`src/design/i2c_master_transfer_defines.svh`:
```
// Assertion helpers for the I2C master transfer block.
// Both macros sample on clk and are quiet while rst_n is low.
`ifndef I2C_MASTER_TRANSFER_DEFINES_SVH
`define I2C_MASTER_TRANSFER_DEFINES_SVH

`ifndef NO_ASSERTIONS

// Check that a property holds at every rising clock edge.
`define I2CM_ASSERT(label, prop) \
    label: assert property (@(posedge clk) disable iff (!rst_n) prop) \
        else $error("i2c master transfer: property failed");

// Check that a condition never occurs.
`define I2CM_NEVER(label, cond) \
    label: assert property (@(posedge clk) disable iff (!rst_n) !(cond)) \
        else $error("i2c master transfer: forbidden condition seen");

`else

`define I2CM_ASSERT(label, prop)
`define I2CM_NEVER(label, cond)

`endif

`endif

```
`src/design/i2cm_pkg.sv`:
```
`timescale 1ns / 1ps

package i2cm_pkg;

    // Command codes carried in the func field
    localparam logic [1:0] FUNC_TICK  = 2'd0;
    localparam logic [1:0] FUNC_PUSH  = 2'd1;
    localparam logic [1:0] FUNC_BEGIN = 2'd2;

    // Transfer status codes
    localparam logic [1:0] ST_OK       = 2'd0;
    localparam logic [1:0] ST_NACK     = 2'd1;
    localparam logic [1:0] ST_BAD_ADDR = 2'd2;

    localparam logic [7:0] ADDR_LIMIT        = 8'h7f;
    localparam logic [7:0] HALF_PERIOD_RESET = 8'd5;
    localparam logic [3:0] BITS_PER_BYTE     = 4'd8;

    // Bus sequencer phases
    typedef enum logic [3:0] {
        PH_IDLE      = 4'd0,
        PH_START     = 4'd1,
        PH_TX_LOW    = 4'd2,
        PH_TX_HIGH   = 4'd3,
        PH_TXA_LOW   = 4'd4,
        PH_TXA_HIGH  = 4'd5,
        PH_RX_LOW    = 4'd6,
        PH_RX_HIGH   = 4'd7,
        PH_RXA_LOW   = 4'd8,
        PH_RXA_HIGH  = 4'd9,
        PH_RS_LOW    = 4'd10,
        PH_RS_HIGH   = 4'd11,
        PH_RS_HOLD   = 4'd12,
        PH_STOP_LOW  = 4'd13,
        PH_STOP_HIGH = 4'd14
    } phase_t;

    // One input word
    typedef struct packed {
        logic [1:0] func;
        logic       sda_in;
        logic       scl_in;
        logic [7:0] data_byte;
        logic [7:0] target_address;
        logic [7:0] read_count;
    } item_t;

    // One result word
    typedef struct packed {
        logic       scl_out;
        logic       sda_out;
        logic       read_valid;
        logic [7:0] read_data;
        logic       busy_res;
        logic       done_res;
        logic [1:0] status;
    } result_t;

    // Sequencer to write FIFO
    typedef struct packed {
        logic       push;
        logic [7:0] push_data;
        logic       pop;
        logic       clear;
    } fifo_ctrl_t;

    // Write FIFO to sequencer
    typedef struct packed {
        logic       empty;
        logic       full;
        logic [7:0] head_data;
    } fifo_stat_t;

endpackage

```
`src/design/i2c_master_transfer.sv`:
```
`timescale 1ns / 1ps

// I2C master transfer: one word in, one result word out, one word per clock sustained
// while the result side does not stall. Each word passes an input register and the bus
// sequencer into the output register; both registers keep moving while the result side
// stalls only if the output register is empty. Tick words advance the half-period timer
// (half_period_reg ticks, at least one, per SCL half period; a low SCL on a released
// phase holds the timer); push words fill a WRITE_DEPTH-entry write FIFO while idle; a
// begin word with an address up to ADDR_LIMIT starts START, address, writes, repeated
// START, reads and STOP. scl_out and sda_out are open-drain levels (1 released). Write
// cfg_wr_data only while idle.
module i2c_master_transfer #(
    parameter int WRITE_DEPTH = 16
) (
    input  logic              clk,
    input  logic              rst_n,
    input  logic              in_valid,
    output logic              in_stall,
    input  i2cm_pkg::item_t   in_word,
    output logic              out_valid,
    input  logic              out_stall,
    output i2cm_pkg::result_t out_word,
    input  logic              cfg_wr_en,
    input  logic [7:0]        cfg_wr_data
);
    import i2cm_pkg::*;

    logic       in_valid_reg;
    item_t      in_word_reg;
    logic       out_valid_reg;
    result_t    out_word_reg;
    logic [7:0] half_period_reg;
    logic       go;
    logic       in_take;
    result_t    step_res;
    fifo_ctrl_t fifo_ctrl;
    fifo_stat_t fifo_stat;

    // Process the held word whenever the output register can take the result
    assign go       = in_valid_reg && (!out_valid_reg || !out_stall);
    assign in_stall = in_valid_reg && !go;
    assign in_take  = in_valid && !in_stall;

    // Hold the configuration register
    always_ff @(posedge clk or negedge rst_n)
    begin
        if (!rst_n)
        begin
            half_period_reg <= HALF_PERIOD_RESET;
        end
        else if (cfg_wr_en)
        begin
            half_period_reg <= cfg_wr_data;
        end
    end

    // Input register
    always_ff @(posedge clk or negedge rst_n)
    begin
        if (!rst_n)
        begin
            in_valid_reg <= 1'b0;
        end
        else if (in_take)
        begin
            in_valid_reg <= 1'b1;
        end
        else if (go)
        begin
            in_valid_reg <= 1'b0;
        end
    end

    always_ff @(posedge clk)
    begin
        if (in_take)
        begin
            in_word_reg <= in_word;
        end
    end

    // Output register
    always_ff @(posedge clk or negedge rst_n)
    begin
        if (!rst_n)
        begin
            out_valid_reg <= 1'b0;
        end
        else if (go)
        begin
            out_valid_reg <= 1'b1;
        end
        else if (!out_stall)
        begin
            out_valid_reg <= 1'b0;
        end
    end

    always_ff @(posedge clk)
    begin
        if (go)
        begin
            out_word_reg <= step_res;
        end
    end

    assign out_valid = out_valid_reg;
    assign out_word  = out_word_reg;

    i2cm_sequencer u_sequencer (
        .clk         (clk),
        .rst_n       (rst_n),
        .go          (go),
        .item        (in_word_reg),
        .half_period (half_period_reg),
        .fifo_stat   (fifo_stat),
        .fifo_ctrl   (fifo_ctrl),
        .res         (step_res)
    );

    i2cm_write_fifo #(
        .DEPTH (WRITE_DEPTH)
    ) u_write_fifo (
        .clk   (clk),
        .rst_n (rst_n),
        .ctrl  (fifo_ctrl),
        .stat  (fifo_stat)
    );

endmodule

```
`src/design/i2cm_write_fifo.sv`:
```
`timescale 1ns / 1ps

module i2cm_write_fifo #(
    parameter int DEPTH = 16
) (
    input  logic                clk,
    input  logic                rst_n,
    input  i2cm_pkg::fifo_ctrl_t ctrl,
    output i2cm_pkg::fifo_stat_t stat
);
    import i2cm_pkg::*;

    localparam int AW = (DEPTH > 1) ? $clog2(DEPTH) : 1;
    localparam int FW = $clog2(DEPTH + 1);

    logic [7:0]    mem [DEPTH];
    logic [AW-1:0] head_reg;
    logic [AW-1:0] head_next;
    logic [FW-1:0] fill_reg;
    logic [FW-1:0] fill_next;
    logic [7:0]    head_data_reg;
    logic [FW:0]   tail_sum;
    logic [FW:0]   tail_wrap;
    logic [AW-1:0] tail_addr;
    logic [AW-1:0] head_inc;

    // Locate the tail slot, wrapping once past the end
    always_comb
    begin
        tail_sum  = (FW + 1)'(head_reg) + (FW + 1)'(fill_reg);
        tail_wrap = (tail_sum >= (FW + 1)'(DEPTH)) ? tail_sum - (FW + 1)'(DEPTH) : tail_sum;
        tail_addr = tail_wrap[AW-1:0];
        head_inc  = (head_reg == AW'(DEPTH - 1)) ? '0 : head_reg + AW'(1);
    end

    // Advance pointers; drop everything on clear
    always_comb
    begin
        head_next = head_reg;
        fill_next = fill_reg;
        if (ctrl.clear)
        begin
            fill_next = '0;
        end
        else if (ctrl.pop)
        begin
            head_next = head_inc;
            fill_next = fill_reg - FW'(1);
        end
        else if (ctrl.push)
        begin
            fill_next = fill_reg + FW'(1);
        end
    end

    always_ff @(posedge clk or negedge rst_n)
    begin
        if (!rst_n)
        begin
            head_reg <= '0;
            fill_reg <= '0;
        end
        else
        begin
            head_reg <= head_next;
            fill_reg <= fill_next;
        end
    end

    // Store pushed words
    always_ff @(posedge clk)
    begin
        if (ctrl.push)
        begin
            mem[tail_addr] <= ctrl.push_data;
        end
    end

    // Keep the word at the next head ready, passing a same-cycle write through
    always_ff @(posedge clk)
    begin
        if (ctrl.push && (tail_addr == head_next))
        begin
            head_data_reg <= ctrl.push_data;
        end
        else
        begin
            head_data_reg <= mem[head_next];
        end
    end

    assign stat.empty     = (fill_reg == '0);
    assign stat.full      = (fill_reg == FW'(DEPTH));
    assign stat.head_data = head_data_reg;

endmodule

```
`src/design/i2cm_sequencer.sv`:
```
`timescale 1ns / 1ps
`include "i2c_master_transfer_defines.svh"

module i2cm_sequencer (
    input  logic                 clk,
    input  logic                 rst_n,
    input  logic                 go,
    input  i2cm_pkg::item_t      item,
    input  logic [7:0]           half_period,
    input  i2cm_pkg::fifo_stat_t fifo_stat,
    output i2cm_pkg::fifo_ctrl_t fifo_ctrl,
    output i2cm_pkg::result_t    res
);
    import i2cm_pkg::*;

    phase_t     phase_reg,      phase_next;
    logic [7:0] timer_reg,      timer_next;
    logic [3:0] bit_reg,        bit_next;
    logic [7:0] shift_reg,      shift_next;
    logic [7:0] reads_left_reg, reads_left_next;
    logic [6:0] addr_reg,       addr_next;
    logic       scl_reg,        scl_next;
    logic       sda_reg,        sda_next;
    logic [1:0] status_reg,     status_next;
    logic       addr_read_reg,  addr_read_next;

    logic       enter_en;
    phase_t     enter_ph;
    logic       stretched;
    logic       half_done;
    logic [8:0] timer_inc;
    logic [7:0] reads_dec;
    logic [3:0] bit_inc;
    logic       rvalid;
    logic [7:0] rdata;
    logic       done;
    logic [1:0] stat;

    assign timer_inc = {1'b0, timer_reg} + 9'd1;
    assign half_done = (timer_inc >= {1'b0, half_period});
    assign stretched = scl_reg && !item.scl_in;
    assign reads_dec = (reads_left_reg == '0) ? '0 : reads_left_reg - 8'd1;
    assign bit_inc   = bit_reg + 4'd1;

    // Step the bus sequencer by one word
    always_comb
    begin
        phase_next      = phase_reg;
        timer_next      = timer_reg;
        bit_next        = bit_reg;
        shift_next      = shift_reg;
        reads_left_next = reads_left_reg;
        addr_next       = addr_reg;
        scl_next        = scl_reg;
        sda_next        = sda_reg;
        status_next     = status_reg;
        addr_read_next  = addr_read_reg;
        enter_en        = 1'b0;
        enter_ph        = PH_IDLE;
        rvalid          = 1'b0;
        rdata           = '0;
        done            = 1'b0;
        stat            = ST_OK;
        fifo_ctrl       = '0;
        fifo_ctrl.push_data = item.data_byte;

        if (go)
        begin
            unique case (item.func)
                FUNC_PUSH:
                begin
                    fifo_ctrl.push = (phase_reg == PH_IDLE) && !fifo_stat.full;
                end
                FUNC_BEGIN:
                begin
                    if (phase_reg == PH_IDLE)
                    begin
                        if (item.target_address > ADDR_LIMIT)
                        begin
                            status_next = ST_BAD_ADDR;
                            done        = 1'b1;
                            stat        = ST_BAD_ADDR;
                        end
                        else
                        begin
                            addr_next       = item.target_address[6:0];
                            reads_left_next = item.read_count;
                            status_next     = ST_OK;
                            bit_next        = '0;
                            if (!fifo_stat.empty || (item.read_count == '0))
                            begin
                                shift_next     = {item.target_address[6:0], 1'b0};
                                addr_read_next = 1'b0;
                            end
                            else
                            begin
                                shift_next     = {item.target_address[6:0], 1'b1};
                                addr_read_next = 1'b1;
                            end
                            enter_en = 1'b1;
                            enter_ph = PH_START;
                        end
                    end
                end
                FUNC_TICK:
                begin
                    if ((phase_reg != PH_IDLE) && !stretched)
                    begin
                        if (!half_done)
                        begin
                            timer_next = timer_inc[7:0];
                        end
                        else
                        begin
                            enter_en = 1'b1;
                            unique case (phase_reg)
                                PH_START:    enter_ph = PH_TX_LOW;
                                PH_TX_LOW:   enter_ph = PH_TX_HIGH;
                                PH_TX_HIGH:
                                begin
                                    shift_next = {shift_reg[6:0], 1'b0};
                                    bit_next   = bit_inc;
                                    enter_ph   = (bit_inc >= BITS_PER_BYTE) ? PH_TXA_LOW
                                                                            : PH_TX_LOW;
                                end
                                PH_TXA_LOW:  enter_ph = PH_TXA_HIGH;
                                PH_TXA_HIGH:
                                begin
                                    if (item.sda_in)
                                    begin
                                        // Target refused: drop queued words and stop
                                        status_next     = ST_NACK;
                                        fifo_ctrl.clear = 1'b1;
                                        enter_ph        = PH_STOP_LOW;
                                    end
                                    else
                                    begin
                                        bit_next = '0;
                                        if (addr_read_reg)
                                        begin
                                            shift_next = '0;
                                            enter_ph   = PH_RX_LOW;
                                        end
                                        else if (!fifo_stat.empty)
                                        begin
                                            shift_next    = fifo_stat.head_data;
                                            fifo_ctrl.pop = 1'b1;
                                            enter_ph      = PH_TX_LOW;
                                        end
                                        else if (reads_left_reg != '0)
                                        begin
                                            enter_ph = PH_RS_LOW;
                                        end
                                        else
                                        begin
                                            enter_ph = PH_STOP_LOW;
                                        end
                                    end
                                end
                                PH_RX_LOW:   enter_ph = PH_RX_HIGH;
                                PH_RX_HIGH:
                                begin
                                    shift_next = {shift_reg[6:0], item.sda_in};
                                    bit_next   = bit_inc;
                                    if (bit_inc >= BITS_PER_BYTE)
                                    begin
                                        rvalid   = 1'b1;
                                        rdata    = {shift_reg[6:0], item.sda_in};
                                        enter_ph = PH_RXA_LOW;
                                    end
                                    else
                                    begin
                                        enter_ph = PH_RX_LOW;
                                    end
                                end
                                PH_RXA_LOW:  enter_ph = PH_RXA_HIGH;
                                PH_RXA_HIGH:
                                begin
                                    reads_left_next = reads_dec;
                                    if (reads_dec != '0)
                                    begin
                                        bit_next   = '0;
                                        shift_next = '0;
                                        enter_ph   = PH_RX_LOW;
                                    end
                                    else
                                    begin
                                        enter_ph = PH_STOP_LOW;
                                    end
                                end
                                PH_RS_LOW:   enter_ph = PH_RS_HIGH;
                                PH_RS_HIGH:  enter_ph = PH_RS_HOLD;
                                PH_RS_HOLD:
                                begin
                                    shift_next     = {addr_reg, 1'b1};
                                    addr_read_next = 1'b1;
                                    bit_next       = '0;
                                    enter_ph       = PH_TX_LOW;
                                end
                                PH_STOP_LOW: enter_ph = PH_STOP_HIGH;
                                default:
                                begin
                                    enter_ph = PH_IDLE;
                                    done     = 1'b1;
                                    stat     = status_reg;
                                end
                            endcase
                        end
                    end
                end
                default:
                begin
                end
            endcase
        end

        // Enter a new phase: restart the timer and set the line drives
        if (enter_en)
        begin
            phase_next = enter_ph;
            timer_next = '0;
            unique case (enter_ph)
                PH_START:     begin scl_next = 1'b1; sda_next = 1'b0;          end
                PH_TX_LOW:    begin scl_next = 1'b0; sda_next = shift_next[7]; end
                PH_TX_HIGH:   begin scl_next = 1'b1;                           end
                PH_TXA_LOW:   begin scl_next = 1'b0; sda_next = 1'b1;          end
                PH_TXA_HIGH:  begin scl_next = 1'b1; sda_next = 1'b1;          end
                PH_RX_LOW:    begin scl_next = 1'b0; sda_next = 1'b1;          end
                PH_RX_HIGH:   begin scl_next = 1'b1; sda_next = 1'b1;          end
                PH_RXA_LOW:
                begin
                    scl_next = 1'b0;
                    sda_next = (reads_left_next <= 8'd1);
                end
                PH_RXA_HIGH:  begin scl_next = 1'b1;                           end
                PH_RS_LOW:    begin scl_next = 1'b0; sda_next = 1'b1;          end
                PH_RS_HIGH:   begin scl_next = 1'b1; sda_next = 1'b1;          end
                PH_RS_HOLD:   begin scl_next = 1'b1; sda_next = 1'b0;          end
                PH_STOP_LOW:  begin scl_next = 1'b0; sda_next = 1'b0;          end
                PH_STOP_HIGH: begin scl_next = 1'b1; sda_next = 1'b0;          end
                default:      begin scl_next = 1'b1; sda_next = 1'b1;          end
            endcase
        end
    end

    // Hold sequencer state
    always_ff @(posedge clk or negedge rst_n)
    begin
        if (!rst_n)
        begin
            phase_reg      <= PH_IDLE;
            timer_reg      <= '0;
            bit_reg        <= '0;
            shift_reg      <= '0;
            reads_left_reg <= '0;
            addr_reg       <= '0;
            scl_reg        <= 1'b1;
            sda_reg        <= 1'b1;
            status_reg     <= ST_OK;
            addr_read_reg  <= 1'b0;
        end
        else
        begin
            phase_reg      <= phase_next;
            timer_reg      <= timer_next;
            bit_reg        <= bit_next;
            shift_reg      <= shift_next;
            reads_left_reg <= reads_left_next;
            addr_reg       <= addr_next;
            scl_reg        <= scl_next;
            sda_reg        <= sda_next;
            status_reg     <= status_next;
            addr_read_reg  <= addr_read_next;
        end
    end

    // Result word for this step
    always_comb
    begin
        res.scl_out    = scl_next;
        res.sda_out    = sda_next;
        res.read_valid = rvalid;
        res.read_data  = rdata;
        res.busy_res   = (phase_next != PH_IDLE);
        res.done_res   = done;
        res.status     = stat;
    end

    `I2CM_ASSERT(a_done_goes_idle, go && res.done_res |-> phase_next == PH_IDLE)
    `I2CM_ASSERT(a_read_from_rx_high, go && res.read_valid |-> phase_reg == PH_RX_HIGH)
    `I2CM_NEVER(a_no_pop_when_idle, fifo_ctrl.pop && (phase_reg == PH_IDLE))
    `I2CM_NEVER(a_bit_count_range, bit_reg > BITS_PER_BYTE)

endmodule

```
`config.mk`:
```
export PLATFORM = sky130hd
export DESIGN_NAME = i2c_master_transfer
export DESIGN_NICKNAME = d
export VERILOG_FILES = /design/src/design/i2cm_pkg.sv /design/src/design/i2c_master_transfer.sv /design/src/design/i2cm_write_fifo.sv /design/src/design/i2cm_sequencer.sv
export VERILOG_INCLUDE_DIRS = /design/src /design/src/design
export SDC_FILE = /design/constraint.sdc
export NUM_CORES = 1
export LEC_CHECK = 0
export ABC_AREA = 1
export BUFFER_PORTS_ARGS = -buffer_cell sky130_fd_sc_hd__buf_4
export CAP_MARGIN = 20
export CORE_ASPECT_RATIO = 1.5
export CORE_MARGIN = 5
export CORE_UTILIZATION = 56
export DETAILED_ROUTE_END_ITERATION = 12
export HOLD_SLACK_MARGIN = 0.02
export PLACE_DENSITY = 0.86
export SETUP_SLACK_MARGIN = 0.1
export SLEW_MARGIN = 10
export SYNTH_ARGS = -nofsm -noshare
export SYNTH_HDL_FRONTEND = slang
export SYNTH_HIERARCHICAL = 1
export SYNTH_SLANG_ARGS = --single-unit
```
`constraint.sdc`:
```
create_clock -name clk -period 3.6 [get_ports clk]
set_input_delay 0.9 -clock clk [delete_from_list [all_inputs] [get_ports clk]]
set_output_delay 0.9 -clock clk [all_outputs]
set_load 0.05 [all_outputs]
```
# Yosys cells after proc, flatten, opt, wreduce, memory -nomap -nowiden
# Memory sizes are Yosys's and may differ from the RTL's. A register that Yosys moved wholly into a read port is not among the register bits.
# Cells that the tools add are included.
[totals]
inputBits = 41
ff_bits = 106
mem_bits_rw = 128
mem_count = 1
elab_cells = 239
out_inout_bits = 17
[op_classes]
reduce_logical = 45
bitwise_logic = 1
eq_ne = 42
magnitude_cmp = 5
addsub = 8
mux = 108
[mem_list]
columns = ["name", "words", "word_bits", "rd", "rd_clocked_by_memory_dff", "write_ports", "line_no", "text"]
rows = [
  ["u_write_fifo.mem", 16, 8, 1, 1, 1, "i2cm_write_fifo.sv:16", "logic [7:0] mem [DEPTH];"],
]
[op_table]
columns = ["operator", "n"]
rows = [
  ["two-way mux 8 bit", 21],
  ["two-way mux 4 bit", 20],
  ["equality test 4 bit, second input constant", 13],
  ["case mux 4 bit (12 select lines)", 1],
  ["case mux 8 bit (5 select lines)", 1],
  ["two-way mux 1 bit", 34],
  ["case mux 8 bit (2 select lines)", 2],
  ["two-way mux 2 bit", 15],
  ["equality test 4 x 3 -> 1 bit, second input constant", 6],
  ["equality test 4 x 2 -> 1 bit, second input constant", 4],
  ["logical NOT 8 bit", 2],
  ["case mux 4 bit (2 select lines)", 2],
  ["case mux 4 bit (4 select lines)", 1],
  ["nonzero test 8 bit", 2],
  ["two-way mux 5 bit", 3],
  ["AND reduction 7 bit", 2],
  ["OR reduction 13 bit", 1],
  ["AND reduction 4 bit", 3],
  ["inequality test 2 x 1 -> 1 bit, second input constant", 5],
  ["AND reduction 10 bit", 1],
  ["nonzero test 2 bit", 5],
  ["adder 8 x 1 -> 9 bit, second input constant", 1],
  ["greater-or-equal comparator 9 x 8 -> 1 bit", 1],
  ["AND reduction 9 bit", 1],
  ["other kinds (37)", 62],
]

# Depth between registers and ports, before layout
# Gate-level depths: netlist of run 1.
[logic_depth]
depth_word = 14
mapped_depth = 27
mapped_depth_nobuf = 25

# By module
# The synthesis of run 1 kept the hierarchy.
[by_module_without_submodules]
columns = ["module", "seq_area_each_um2", "cells_per_inst", "area_each_um2", "n_inst"]
rows = [
  ["i2cm_write_fifo", 4149.0, 625, 6344.8, 1],
  ["i2cm_sequencer", 1103.6, 575, 3903.7, 1],
  ["i2c_master_transfer", 1544.0, 88, 1695.4, 1],
]

# Worst setup path after synthesis of run 1
# Ideal clock, no wire load.
[synth_path]
path_kind = "input to register"
start = "input port out_stall"
end = "register u_write_fifo.fill_reg[4]"
setup_ns = 0.127
required_time_ns = 3.473
cell_stages = 9
t_arrival_ns = 3.771
path_buffers = 1
setup_slack_ns = -0.298
cell_sequence = "a21oi_1 -> buf_1 -> nand2_1 -> nor3_1 -> inv_1 -> fa_1 -> nand3b_1 -> a21oi_1 -> o21ai_0"
[synth_lines]
columns = ["element", "line_no", "text"]
rows = [
  ["start: declaration", "i2c_master_transfer.sv:21", "input logic out_stall,"],
  ["end signal: assignment", "i2cm_write_fifo.sv:66", "fill_reg <= fill_next;"],
  ["end: declaration", "i2cm_write_fifo.sv:19", "logic [FW-1:0] fill_reg;"],
]

==> results.rst, run 1 <==
.. list-table::
   :header-rows: 1

   * - Metric
     - Value
   * - Result of the run
     - complete, no violations
   * - Sequential element share of the synthesized area
     - between 50% and 60%
   * - Maximum number of pins on one net before global-route repair
     - 65
   * - Final clock skew
     - 21.6 ps
   * - Critical Path Sink Type
     - flip-flop
   * - Count of pins over their slew limit
     - 0
   * - Clock Tree Buf Depth
     - 3
   * - Antenna diode instance count
     - 0
   * - Worst-Skew Late Latency
     - approximately 520 ps
   * - Antenna violations before repair
     - 0
   * - Number of rows in the core area
     - 65
   * - Arrival time of data at the critical path endpoint
     - roughly 3700 ps
   * - Commonest register cell after synthesis
     - edfxtp_1
   * - Buffers on Ports
     - 57
   * - RSZ-0062 raised after global routing
     - true
   * - Kind of cell adding the most delay to the critical path
     - simple AND/OR/NAND/NOR gates
   * - Max capacitance violation total
     - 0
   * - Maximum ir drop on the vdd rail
     - 469 uV
   * - Yosys warning count
     - 6
   * - Summed area of non-filler cells in the final layout
     - 0.0135 mm^2
   * - Total clock buffers created by CTS
     - 22
   * - Core area
     - ~0.021 mm^2
   * - Yosys cell types
     - 52
   * - Die height
     - 189 um
   * - Vias in the first global route
     - 9435
   * - Async set or reset register ratio after synthesis
     - between 20% and 30%
   * - Fraction of final layout cells with drive strength greater than 1
     - 16.9%
   * - Final GP Congestion
     - 1.00
   * - Die Wd
     - roughly 130 um
   * - Total power
     - about 7.1 mW
   * - Area Growth Syn to Fin
     - 12.8%
   * - Combined global-route utilization of all metal layers
     - 24.5%
   * - Setup TNS
     - 0 ps
   * - TritonCTS Sinks
     - between 200 and 250
   * - Post-synthesis instance area
     - 0.0119 mm^2
   * - Layout Utilization
     - 64.0%
   * - Largest family of logic cells by synthesized area
     - simple AND/OR/NAND/NOR gates
   * - Crit-path most repeated cell
     - nand2_1
   * - Number of detailed-route iterations in the first pass
     - 6
   * - Leading post-synthesis cells by instance count
     - nand2_1 (325), inv_1 (188), edfxtp_1 (171)
   * - Post-Synth Simple-Gate Area
     - 24.5%
   * - Remaining routing DRC violations
     - 0
   * - Required @ worst endpoint
     - 3840 ps
   * - Post-layout net count
     - ~1400
   * - Drt initial violations
     - 870
   * - Top cell type by total area after synthesis
     - edfxtp_1
   * - Largest cells by area after synthesis
     - edfxtp_1 (43%), dfrtp_1 (12%), nand2_1 (10%), nand3_1 (6.2%), inv_1 (5.9%)
   * - Top cell type's share of synthesized area
     - 43.0%
   * - Remaining antenna violation count after routing
     - 0
   * - Number of H-tree levels
     - 1
   * - TritonCTS clock tree
     - done
   * - Total I/O pin count
     - 58
   * - Reg clk slew, reported paths
     - 60 ps
   * - Fmax
     - 0.290 GHz
   * - Total Die Area
     - roughly 0.024 mm^2
   * - Per-instance average area after synthesis
     - roughly 9 um^2
   * - Chain of cells forming the critical path
     - ha_2 -> nand2_1 -> nor2_4 -> nand3_1 -> xor2_1 -> inv_1 -> ha_4 -> nand2_1 -> inv_1 -> nand3_2 -> clkinv_1 -> nand3_2 -> nand3_4 -> buf_8 -> nand2_2 -> nor3_4 -> nand2_1 -> nand2_2 -> inv_2 -> nor2_2 -> nand2_1 -> nand3_1 -> o21ai_0
   * - Post-placement cell area
     - approximately 0.013 mm^2
   * - Hold Vio Cnt, Final
     - 0
   * - Slew Limit Headroom
     - 45.8%
   * - Overflow left after global routing
     - 0
   * - Most numerous cell in the Yosys netlist
     - nand2_1
   * - Global-route wire length before repair
     - around 47000 um
   * - Effective utilization at floorplan
     - 56.7%
   * - Total leakage power
     - ~6.0 nW
   * - Multiplexer share of the synthesized area
     - 0%
   * - Post-Syn Nets
     - 1349
   * - Number of synthesized flops with an enable pin
     - 171
   * - Final critical-path required period
     - approximately 3400 ps
   * - Final worst-path cycle share
     - 95.8%
   * - Cell with the largest stage delay on the worst path
     - dfrtp_1
   * - Routed wire per std cell
     - between 15 and 20 um
   * - Worst Path Buf+Inv
     - 5
   * - Synth Area in Compound Gates
     - 5.77%
   * - Register-to-register setup slack
     - 150 ps
   * - Post-synthesis cell count
     - 1288
   * - Cell at the root of the clock tree
     - clkbuf_16
   * - Xor and xnor area share after synthesis
     - roughly 1.1%
   * - Largest stage delay, worst path
     - 400 ps
   * - Final Setup Violations
     - 0
   * - Critical path class
     - flip-flop to flip-flop
   * - Classification of the worst-slack hold path
     - primary input to asynchronous set/reset pin
   * - DR vias/cell
     - 5.68
   * - Largest driver fanout on the critical path
     - 11
   * - Ratio of total power to cell area
     - 528 mW/mm^2
   * - Vias after detailed routing
     - 9343
   * - Post-synthesis adder-cell area fraction
     - ~2.2%
   * - Max reg flops
     - roughly 130
   * - Startpoint types
     - flip-flop
   * - Yosys reg bits
     - between 200 and 250
   * - Routed Wire Length
     - about 30000 um
   * - Hold slack final
     - 476 ps
   * - Least-Margin Pin Slew
     - 813 ps
   * - Post-DP HPWL
     - slightly above 20000 um
[per-layer routing]
metal / wire length (um) / GRT usage (%) / up-vias
li1: - / - / 4342
met1: 9970 / 26.5 / 4350
met2: 16000 / 45.3 / 496
met3: 2050 / 3.53 / 155
met4: 2050 / 13.2 / 0
met5: 0 / 0 / -
[report_power, final]
part           total [mW]  leakage, nW  internal [mW]  switching (mW)
combinational        1.49         3.29          0.487            1.00
sequential           3.42         2.36           3.20           0.223
clock                2.20        0.333           1.22           0.983
[cell usage in the layout, fill, tap and decap left out, types with 14 or more instances in the layout]
master | Yosys | layout
nand2_1 | 325 | 323
o21ai_0 | 42 | 41
nor2_4 | 11 | 15
ha_1 | 18 | 14
buf_4 | 17 | 92
nand3_1 | 149 | 147
dfrtp_1 | 59 | 59
a21oi_1 | 30 | 25
inv_1 | 188 | 187
edfxtp_1 | 171 | 171
nand4_1 | 15 | 15
inv_2 | 24 | 25
nor2_1 | 86 | 82
clkbuf_16 | 0 | 22
[area by class of cell]
cell class | count | area (um^2)
Clock inverter | 7 | 51.3
Tap cell | 268 | 335
Sequential cell | 238 | 6800
Inverter | 213 | 800
Fill cell | 1550 | 7590
Timing Repair Buffer | 94 | 717
Multi-Input combinational cell | 791 | 4140
Clock buffer | 33 | 632
[path summary, 6_finish.rpt]
path,to,cells after the start,startpoint
setup / recovery,out_word[14]$_DFFE_PP_,23,u_sequencer/timer_reg[1]$_DFFE_PN0P_
max in group asynchronous,u_sequencer/addr_reg[2]$_DFFE_PN0P_,1,rst_n
min in group clk,half_period_reg[2]$_DFFE_PN1P_,2,half_period_reg[2]$_DFFE_PN1P_
hold / removal,u_sequencer/reads_left_reg[6]$_DFF_PN0_,1,rst_n
setup reg to reg,out_word[14]$_DFFE_PP_,23,u_sequencer/timer_reg[1]$_DFFE_PN0P_
hold reg to reg,half_period_reg[2]$_DFFE_PN1P_,2,half_period_reg[2]$_DFFE_PN1P_
[cell families after synthesis]
logic type / count (synthesis)
AND/OR/NAND/NOR: 639
buffers and inverters: 259
flip-flops: 238
AO/OA/AOI/OAI: 117
adder cells (fa/ha/maj): 20
XOR/XNOR: 15
[timing repair]
item | in CTS | in global routing
pin swaps | 0 | 10
buffers inserted | 1 | 10
gates resized for setup | 0 | 26
setup endpoints to repair | 1 | 13
hold buffers | 0 | 0
[per-stage QoR]
stage               std cells  worst slack (ps)
CTS                      1634               128
global placement         1593               183
floorplan                1288               112
finish                   1644               151
global route             1644             -10.2
detailed placement       1593              84.5
Power figures use the tool's default switching activity.
==> run 2: changes to the inputs <==
--- a/config.mk
+++ b/config.mk
@@ -6,15 +6,14 @@
 export SDC_FILE = /design/constraint.sdc
 export NUM_CORES = 1
 export LEC_CHECK = 0
-export ABC_AREA = 1
 export BUFFER_PORTS_ARGS = -buffer_cell sky130_fd_sc_hd__buf_4
 export CAP_MARGIN = 20
 export CORE_ASPECT_RATIO = 1.5
 export CORE_MARGIN = 5
-export CORE_UTILIZATION = 56
+export CORE_UTILIZATION = 55
 export DETAILED_ROUTE_END_ITERATION = 12
 export HOLD_SLACK_MARGIN = 0.02
-export PLACE_DENSITY = 0.86
+export PLACE_DENSITY = 0.85
 export SETUP_SLACK_MARGIN = 0.1
 export SLEW_MARGIN = 10
 export SYNTH_ARGS = -nofsm -noshare
==> run 2 against run 1 <==
Against the previous run: the run now ends with setup timing left; routed wire length decreased by 14%; largest power group unchanged; sequential power down 3%; hold slack gained 6.6 ps; first-iteration DRC count decreased by 26%; sequential share of layout area up 1.9 points; design area fell by 3.7%; flip-flop and latch count stayed put.
==> results.rst, run 2 <==
.. list-table::
   :header-rows: 1

   * - Metric
     - Value
   * - Result of the run
     - finished with violations
   * - Failing checks
     - setup timing
   * - Post-layout net count
     - 966 (-32%)
   * - Remaining antenna violation count after routing
     - 0 (unchanged)
   * - Area used by sequential logic in the layout
     - 0.00680 mm^2 (unchanged)
   * - Final clock skew
     - 14.2 ps (-7.38 ps)
   * - Total leakage power
     - 4.88 nW (-18%)
   * - Sequential fraction of design power
     - 49.2% (+1.1 points)
   * - Post-DP HPWL
     - 17600 um (-14%)
   * - Combined global-route utilization of all metal layers
     - 22.1% (-2.5 points)
   * - Vias in the first global route
     - 7479 (-21%)
   * - Setup TNS
     - -37.9 ps (-37.9 ps)
   * - Clock Tree Buf Depth
     - 3 (unchanged)
   * - Global-route wire length before repair
     - 40500 um (-14%)
   * - Cell at the root of the clock tree
     - clkbuf_16
   * - Layout Cells excl Fill
     - 1182 (-28%)
   * - Final worst-path cycle share
     - 101% (+5.2 points)
   * - Critical Path Sink Type
     - flip-flop
   * - Yosys cell types
     - 85 (+63%)
   * - Top cell type by total area after synthesis
     - edfxtp_1
   * - Maximum ir drop on the vdd rail
     - 431 uV (-8.2%)
   * - Commonest register cell after synthesis
     - edfxtp_1
   * - Power share of the combinational group
     - 14.3% (-6.7 points)
   * - Required @ worst endpoint
     - 4050 ps (+210 ps)
   * - TritonCTS Sinks
     - 238 (unchanged)
   * - Number of detailed-route iterations in the first pass
     - 5 (-1)
   * - Vias after detailed routing
     - 7270 (-22%)
   * - Arrival time of data at the critical path endpoint
     - 4080 ps (+390 ps)
   * - Worst-case setup margin in the final layout
     - -37.9 ps (-189 ps)
   * - Ratio of total power to cell area
     - 520 mW/mm^2 (-1.5%)
   * - Fraction of final layout cells with drive strength greater than 1
     - 26.2% (+9.3 points)
   * - DR vias/cell
     - 6.15 (+8.2%)
   * - Overflow left after global routing
     - 0 (unchanged)
   * - Number of synthesized flops with an enable pin
     - 171 (unchanged)
   * - Die Wd
     - 126 um (-2.5%)
   * - Core area
     - 0.0199 mm^2 (-5.7%)
   * - Buffers on Ports
     - 57 (unchanged)
   * - Sequential element share of the synthesized area
     - 61.2% (+4.3 points)
   * - TritonCTS clock tree
     - done
   * - RSZ-0062 raised after global routing
     - true
   * - Maximum number of pins on one net before global-route repair
     - 64 (-1.5%)
   * - Worst-Skew Late Latency
     - 520 ps (about the same)
   * - Footprint of the multi-input gates
     - 0.00408 mm^2 (-1.4%)
   * - Routed Wire Length
     - 25900 um (-14%)
   * - Number of H-tree levels
     - 1 (unchanged)
   * - Filler cell count in the final layout
     - 1396 (-9.9%)
   * - Area Growth Syn to Fin
     - 16.8%
   * - Post-synthesis cell count
     - 805 (-38%)
   * - Antenna diode instance count
     - 0 (unchanged)
   * - Leading post-synthesis cells by instance count
     - edfxtp_1 (171), nand2_1 (60), dfrtp_1 (59)
   * - Hold Vio Cnt, Final
     - 0 (unchanged)
   * - Total I/O pin count
     - 58 (unchanged)
   * - P_int
     - 4.95 mW (+0.86%)
   * - Slew Limit Headroom
     - 43.7% (-2.0 points)
   * - Final Setup Violations
     - 1 (+1)
   * - Drt initial violations
     - 648 (-26%)
   * - Net switching power of the design
     - 1.80 mW (-19%)
   * - Largest driver fanout on the critical path
     - 4 (-7)
   * - Least-Margin Pin Slew
     - 844 ps (+30.5 ps)
   * - Summed area of non-filler cells in the final layout
     - 0.0130 mm^2 (-3.7%)
   * - Async set or reset register ratio after synthesis
     - 26.5% (unchanged)
   * - Final critical-path required period
     - 3640 ps (+189 ps)
   * - Critical path class
     - flip-flop to flip-flop
   * - Number of rows in the core area
     - 63 (-3.1%)
   * - Number of buffers inserted for hold repair after clock tree synthesis
     - 0 (unchanged)
   * - Total clock buffers created by CTS
     - 23 (+4.5%)
   * - Final GP Congestion
     - 0.971 (-3.3%)
   * - Leading cell type in the layout, fill and taps excluded
     - edfxtp_1
   * - Antenna violations before repair
     - 0 (unchanged)
   * - Post-placement cell area
     - 0.0120 mm^2 (-4.7%)
   * - Most numerous cell in the Yosys netlist
     - edfxtp_1
   * - Remaining routing DRC violations
     - 0 (unchanged)
   * - Largest cells by area after synthesis
     - edfxtp_1 (46%), dfrtp_1 (13%), mux4_2 (3.6%), mux4_1 (3.3%), ha_1 (2.0%)
   * - Hold slack final
     - 483 ps (+6.61 ps)
   * - Die height
     - 184 um (-2.6%)
   * - Count of pins over their slew limit
     - 0 (unchanged)
   * - Classification of the worst-slack hold path
     - primary input to asynchronous set/reset pin
   * - Routed wire per std cell
     - 21.9 um (+20%)
   * - Total Die Area
     - 0.0232 mm^2 (-5.0%)
   * - Reg clk slew, reported paths
     - 70 ps (about the same)
   * - Yosys warning count
     - 6 (unchanged)
   * - Part of the total power dissipated in the clock network
     - 36.5% (+5.5 points)
   * - Max capacitance violation total
     - 0 (unchanged)
   * - Fmax
     - 0.275 GHz (-5.2%)
   * - Sw frac
     - 26.7% (-4.4 points)
   * - Effective utilization at floorplan
     - 55.9% (-0.79 points)
   * - Per-instance average area after synthesis
     - 13.8 um^2 (+49%)
   * - Top cell type's share of synthesized area
     - 46.2% (+3.2 points)
   * - Highest-count cells in the layout ignoring fill and taps
     - edfxtp_1 (171), buf_4 (116), dfrtp_1 (59)
   * - Post-Syn Nets
     - 866 (-36%)
   * - Startpoint types
     - flip-flop
   * - Yosys reg bits
     - 238 (unchanged)
   * - Post-synthesis instance area
     - 0.0111 mm^2 (-7.0%)
   * - DP Cell Count
     - 1128 (-29%)
   * - Max reg flops
     - 128 (unchanged)
==> run 2: cell types whose count changed in the layout (fill, tap and decap cells not counted), moves of 11 or more <==
cell,before,now
nand2b_1,0,12
mux4_2,0,18
a22oi_1,0,19
o21ai_0,41,28
nand2_1,323,58
nor2_1,82,51
and2_1,0,16
inv_1,187,22
nand3_1,147,17
buf_4,92,116
nand2_2,13,2
mux4_1,0,14
inv_2,25,1
nor2_4,15,0
==> run 2: what timing repair did <==
action                     in CTS  in global routing
pin swaps                      10                 10
buffers inserted                6                  6
resized for setup               8                 13
setup endpoints to repair       3                 16
==> run 2: power groups by stage <==
stage | Combinational [mW] | Sequential (mW) | Clock [mW]
after floorplan | 0.619 | 3.32 | 0
after global placement | 0.866 | 3.34 | 0
after detailed placement | 0.888 | 3.36 | 0
after CTS | 0.921 | 3.31 | 2.49
after global routing | 1.05 | 3.34 | 2.63
final | 0.967 | 3.32 | 2.46
==> run 2: per-layer routing <==
| metal | vias up | share of wire, % | track usage [%] |
|---|---|---|---|
| met5 | - | 0 | 0 |
| met4 | 0 | 3.6 | 8.20 |
| met3 | 73 | 3.9 | 2.59 |
| met2 | 248 | 56 | 42.3 |
| met1 | 3637 | 37 | 25.1 |
| li1 | 3312 | - | - |
==> run 2: critical path, cell delays in order (launching register included) <==
cell and delay [ps]:
dfrtp_1 420, ha_4 180, nand2_2 50, or2_4 260, xnor2_2 150, ha_1 310
nand3_2 80, a221o_1 340, a211oi_4 290, and2_4 220, inv_2 40, fa_2 320
and2b_2 250, nor3_2 50, or4b_4 500, nand4_1 110
==> run 2: worst paths after layout <==
kind	from	to	slack [ps]	depth (start not counted)
max reg2reg	u_sequencer/timer_reg[1]$_DFFE_PN0P_	u_write_fifo/fill_reg[4]$_DFFE_PN0P_	-40	15
min reg2reg	in_valid_reg$_DFFE_PN0P_	out_valid$_DFFE_PN0P_	480	1
max	u_sequencer/timer_reg[1]$_DFFE_PN0P_	u_write_fifo/fill_reg[4]$_DFFE_PN0P_	-40	15
min	rst_n	u_sequencer/reads_left_reg[4]$_DFF_PN0_	480	1
min in group clk	in_valid_reg$_DFFE_PN0P_	out_valid$_DFFE_PN0P_	480	1
max in group asynchronous	rst_n	u_sequencer/addr_reg[4]$_DFFE_PN0P_	2560	1
==> run 2: metrics by stage <==
stage	setup WS, ps	power (mW)	util, %
after floorplan	-42.1	3.94	-
after global placement	51.9	4.21	60.4
after detailed placement	12.4	4.25	60.4
after CTS	41.2	6.72	64.8
after global routing	-127	7.01	65.3
final	-37.9	6.75	65.3
==> run 2: logic make-up (layout without fill, tap and decap cells) <==
| family | count (synthesis) | in the layout | synth area share, % |
|---|---|---|---|
| muxes | 56 | 56 | 9.56 |
| and+or+nand+nor | 236 | 236 | 11.1 |
| buffers and inverters | 67 | 184 | 3.33 |
| xor gates and xnor gates | 15 | 15 | 1.18 |
| DFF | 238 | 238 | 61.2 |
| AOI/OAI and AO/OA | 173 | 173 | 11.2 |
| adders and majority gates | 20 | 20 | 2.39 |
==> run 2: cell type report <==
type                       count  share of cell area (%)
clock inverter                15                    1.43
timing repair buffer         119                    6.97
tap                          260                    2.51
clock buffer                  27                    4.55
inverter                      23                   0.665
sequential                   238                    52.4
multi-input combinational    500                    31.5
==> run 3: changes to the inputs <==
--- a/config.mk
+++ b/config.mk
@@ -8,7 +8,6 @@
 export LEC_CHECK = 0
 export BUFFER_PORTS_ARGS = -buffer_cell sky130_fd_sc_hd__buf_4
 export CAP_MARGIN = 20
-export CORE_ASPECT_RATIO = 1.5
 export CORE_MARGIN = 5
 export CORE_UTILIZATION = 55
 export DETAILED_ROUTE_END_ITERATION = 12
==> run 3 against run 2 <==
Against the previous run: the flow still finishes with violations (setup timing); largest cell class unchanged; critical path type unchanged; die area is 0.26% lower; critical path depth did not move; register-to-register slack improved by 20 ps; via count is 1.4% higher; fmax increased by 0.54%.
==> results.rst, run 3 (synthesis gave the netlist of run 2 again) <==
.. list-table::
   :header-rows: 1

   * - Metric
     - Value
   * - Post-DP HPWL
     - 17500 um (-0.14%)
   * - Cell at the root of the clock tree
     - clkbuf_16
   * - Maximum ir drop on the vdd rail
     - 405 uV (-6.0%)
   * - Kind of cell adding the most delay to the critical path
     - simple AND/OR/NAND/NOR gates
   * - Worst-case setup margin in the final layout
     - -18.2 ps (+19.7 ps)
   * - Vias in the first global route
     - 7376 (-1.4%)
   * - Post-layout net count
     - 960 (-0.62%)
   * - Filler cell count in the final layout
     - 1436 (+2.9%)
   * - Largest driver fanout on the critical path
     - 5 (+1)
   * - Total leakage power
     - 4.88 nW (about the same)
   * - Vias after detailed routing
     - 7371 (+1.4%)
   * - Clock Tree Buf Depth
     - 3 (unchanged)
   * - Fraction of final layout cells with drive strength greater than 1
     - 24.8% (-1.5 points)
   * - DR vias/cell
     - 6.21 (+0.96%)
   * - Setup TNS
     - -18.2 ps (+19.7 ps)
   * - Max capacitance violation total
     - 0 (unchanged)
   * - Hold Vio Cnt, Final
     - 0 (unchanged)
   * - TritonCTS clock tree
     - done
   * - Antenna violations before repair
     - 0 (unchanged)
   * - Global-route wire length before repair
     - 41700 um (+2.8%)
   * - Final worst-path cycle share
     - 101% (-0.55 points)
   * - TritonCTS Sinks
     - 238 (unchanged)
   * - Slew Limit Headroom
     - 45.3% (+1.6 points)
   * - RSZ-0062 raised after global routing
     - true
   * - Total power
     - 6.94 mW (+2.9%)
   * - Number of detailed-route iterations in the first pass
     - 5 (unchanged)
   * - Maximum number of pins on one net before global-route repair
     - 64 (unchanged)
   * - Chain of cells forming the critical path
     - ha_4 -> nand2_1 -> or2_4 -> xnor2_2 -> ha_1 -> nand3_2 -> a221o_1 -> a211oi_4 -> and2_4 -> inv_2 -> fa_2 -> and2b_2 -> nor3_2 -> or4b_4 -> nand4_1
   * - Largest stage delay, worst path
     - 510 ps (about the same)
   * - Result of the run
     - finished with violations
   * - Final Setup Violations
     - 1 (unchanged)
   * - Remaining routing DRC violations
     - 0 (unchanged)
   * - Reg clk slew, reported paths
     - 60 ps (about the same)
   * - Required @ worst endpoint
     - 4060 ps (about the same)
   * - Routed wire per std cell
     - 22.4 um (+2.2%)
   * - Area Growth Syn to Fin
     - 17.1%
   * - Effective utilization at floorplan
     - 55.4% (-0.49 points)
   * - Arrival time of data at the critical path endpoint
     - 4080 ps (about the same)
   * - Max reg flops
     - 128 (unchanged)
   * - Count of pins over their slew limit
     - 0 (unchanged)
   * - Final critical-path required period
     - 3620 ps (-19.7 ps)
   * - Hold slack final
     - 469 ps (-13.5 ps)
   * - Final clock skew
     - 8.83 ps (-5.39 ps)
   * - Fmax
     - 0.276 GHz (+0.54%)
   * - Critical Path Sink Type
     - flip-flop
   * - Classification of the worst-slack hold path
     - primary input to asynchronous set/reset pin
   * - Worst Path Buf+Inv
     - 1 (unchanged)
   * - Number of rows in the core area
     - 52 (-17%)
   * - Overflow left after global routing
     - 0 (unchanged)
   * - Worst-Skew Late Latency
     - 530 ps (about the same)
   * - Critical path class
     - flip-flop to flip-flop
   * - Remaining antenna violation count after routing
     - 0 (unchanged)
   * - Routed Wire Length
     - 26600 um (+2.6%)
   * - Failing checks
     - setup timing
   * - Total clock buffers created by CTS
     - 24 (+4.3%)
   * - Highest-count cells in the layout ignoring fill and taps
     - edfxtp_1 (171), buf_4 (110), dfrtp_1 (59)
   * - Die height
     - 152 um (-17%)
   * - Least-Margin Pin Slew
     - 820 ps (-23.4 ps)
   * - Total Die Area
     - 0.0231 mm^2 (-0.26%)
   * - Antenna diode instance count
     - 0 (unchanged)
   * - Final GP Congestion
     - 0.960 (-1.1%)
   * - Buffers on Ports
     - 57 (unchanged)
   * - Core area
     - 0.0200 mm^2 (+0.88%)
   * - Number of H-tree levels
     - 1 (unchanged)
   * - Ratio of total power to cell area
     - 534 mW/mm^2 (+2.7%)
   * - Leading cell type in the layout, fill and taps excluded
     - edfxtp_1
   * - Die Wd
     - 152 um (+21%)
   * - Startpoint types
     - flip-flop
   * - Drt initial violations
     - 685 (+5.7%)
   * - Combined global-route utilization of all metal layers
     - 22.4% (+0.34 points)
   * - Total I/O pin count
     - 58 (unchanged)
   * - Cell with the largest stage delay on the worst path
     - or4b_4
## run 3: cell count changes in the layout (fill, tap and decap cells not counted), sizes merged
cell / before / now
inv: 27 / 25
clkinvlp: 1 / 0
clkbuf: 27 / 30
bufinv: 3 / 5
buf: 119 / 112
## run 3: path summary, 6_finish.rpt
check / from / end / slack [ps] / cells past startpoint
worst min-delay path: rst_n / half_period_reg[3]$_DFFE_PN0P_ / 470 / 1
max in group asynchronous: rst_n / u_sequencer/addr_reg[3]$_DFFE_PN0P_ / 2590 / 1
worst max-delay path: u_sequencer/timer_reg[1]$_DFFE_PN0P_ / u_write_fifo/fill_reg[4]$_DFFE_PN0P_ / -20 / 15
worst max register to register: u_sequencer/timer_reg[1]$_DFFE_PN0P_ / u_write_fifo/fill_reg[4]$_DFFE_PN0P_ / -20 / 15
worst min register to register: u_sequencer/status_reg[0]$_DFFE_PN0P_ / u_sequencer/status_reg[0]$_DFFE_PN0P_ / 500 / 1
min in group clk: u_sequencer/status_reg[0]$_DFFE_PN0P_ / u_sequencer/status_reg[0]$_DFFE_PN0P_ / 500 / 1
## run 3: final cells by class
type                    count  area (um^2)  share of cell area [%]
repair buffers            112          848                    6.52
clock buffers              30          633                    4.87
well taps                 270          338                    2.60
clock inverters            14          224                    1.72
multi-input cells         500         4080                    31.4
flip-flops and latches    238         6800                    52.3
inverters                  23         86.3                   0.664
## run 3: worst register-to-register path, cell delays in order (launching register included)
cell,delay [ps]
dfrtp_1,410
ha_4,170
nand2_1,60
or2_4,250
xnor2_2,160
ha_1,330
nand3_2,80
a221o_1,320
a211oi_4,240
and2_4,220
inv_2,40
fa_2,330
and2b_2,260
nor3_2,70
or4b_4,510
nand4_1,90
## run 3: power breakdown
part	total [mW]	switching [mW]	internal [mW]
Clock	2.68	1.05	1.62
Sequential	3.32	0.193	3.12
Combinational	0.951	0.562	0.389
## run 3: through the flow
step / setup slack (ps) / util [%] / area, um^2 / instances
after floorplan: -42.1 / - / 11200 / 805
after global placement: 108 / 59.7 / 12000 / 1132
after detailed placement: -31.6 / 59.7 / 12000 / 1132
after CTS: 7.97 / 64.2 / 12900 / 1181
after global routing: -124 / 64.9 / 13000 / 1187
final: -18.2 / 64.9 / 13000 / 1187
## run 3: repair_timing
| item | CTS | global route |
|---|---|---|
| pin swaps | 4 | 13 |
| hold buffers | 0 | 0 |
| setup endpoints to repair | 4 | 17 |
| gates resized for setup | 2 | 17 |
| buffers inserted | 5 | 8 |
## run 3: per-layer routing
metal	track usage [%]	wire, um
met2	37.6	13200
met1	29.6	10600
met5	0	0
met4	8.01	1040
met3	4.12	1730
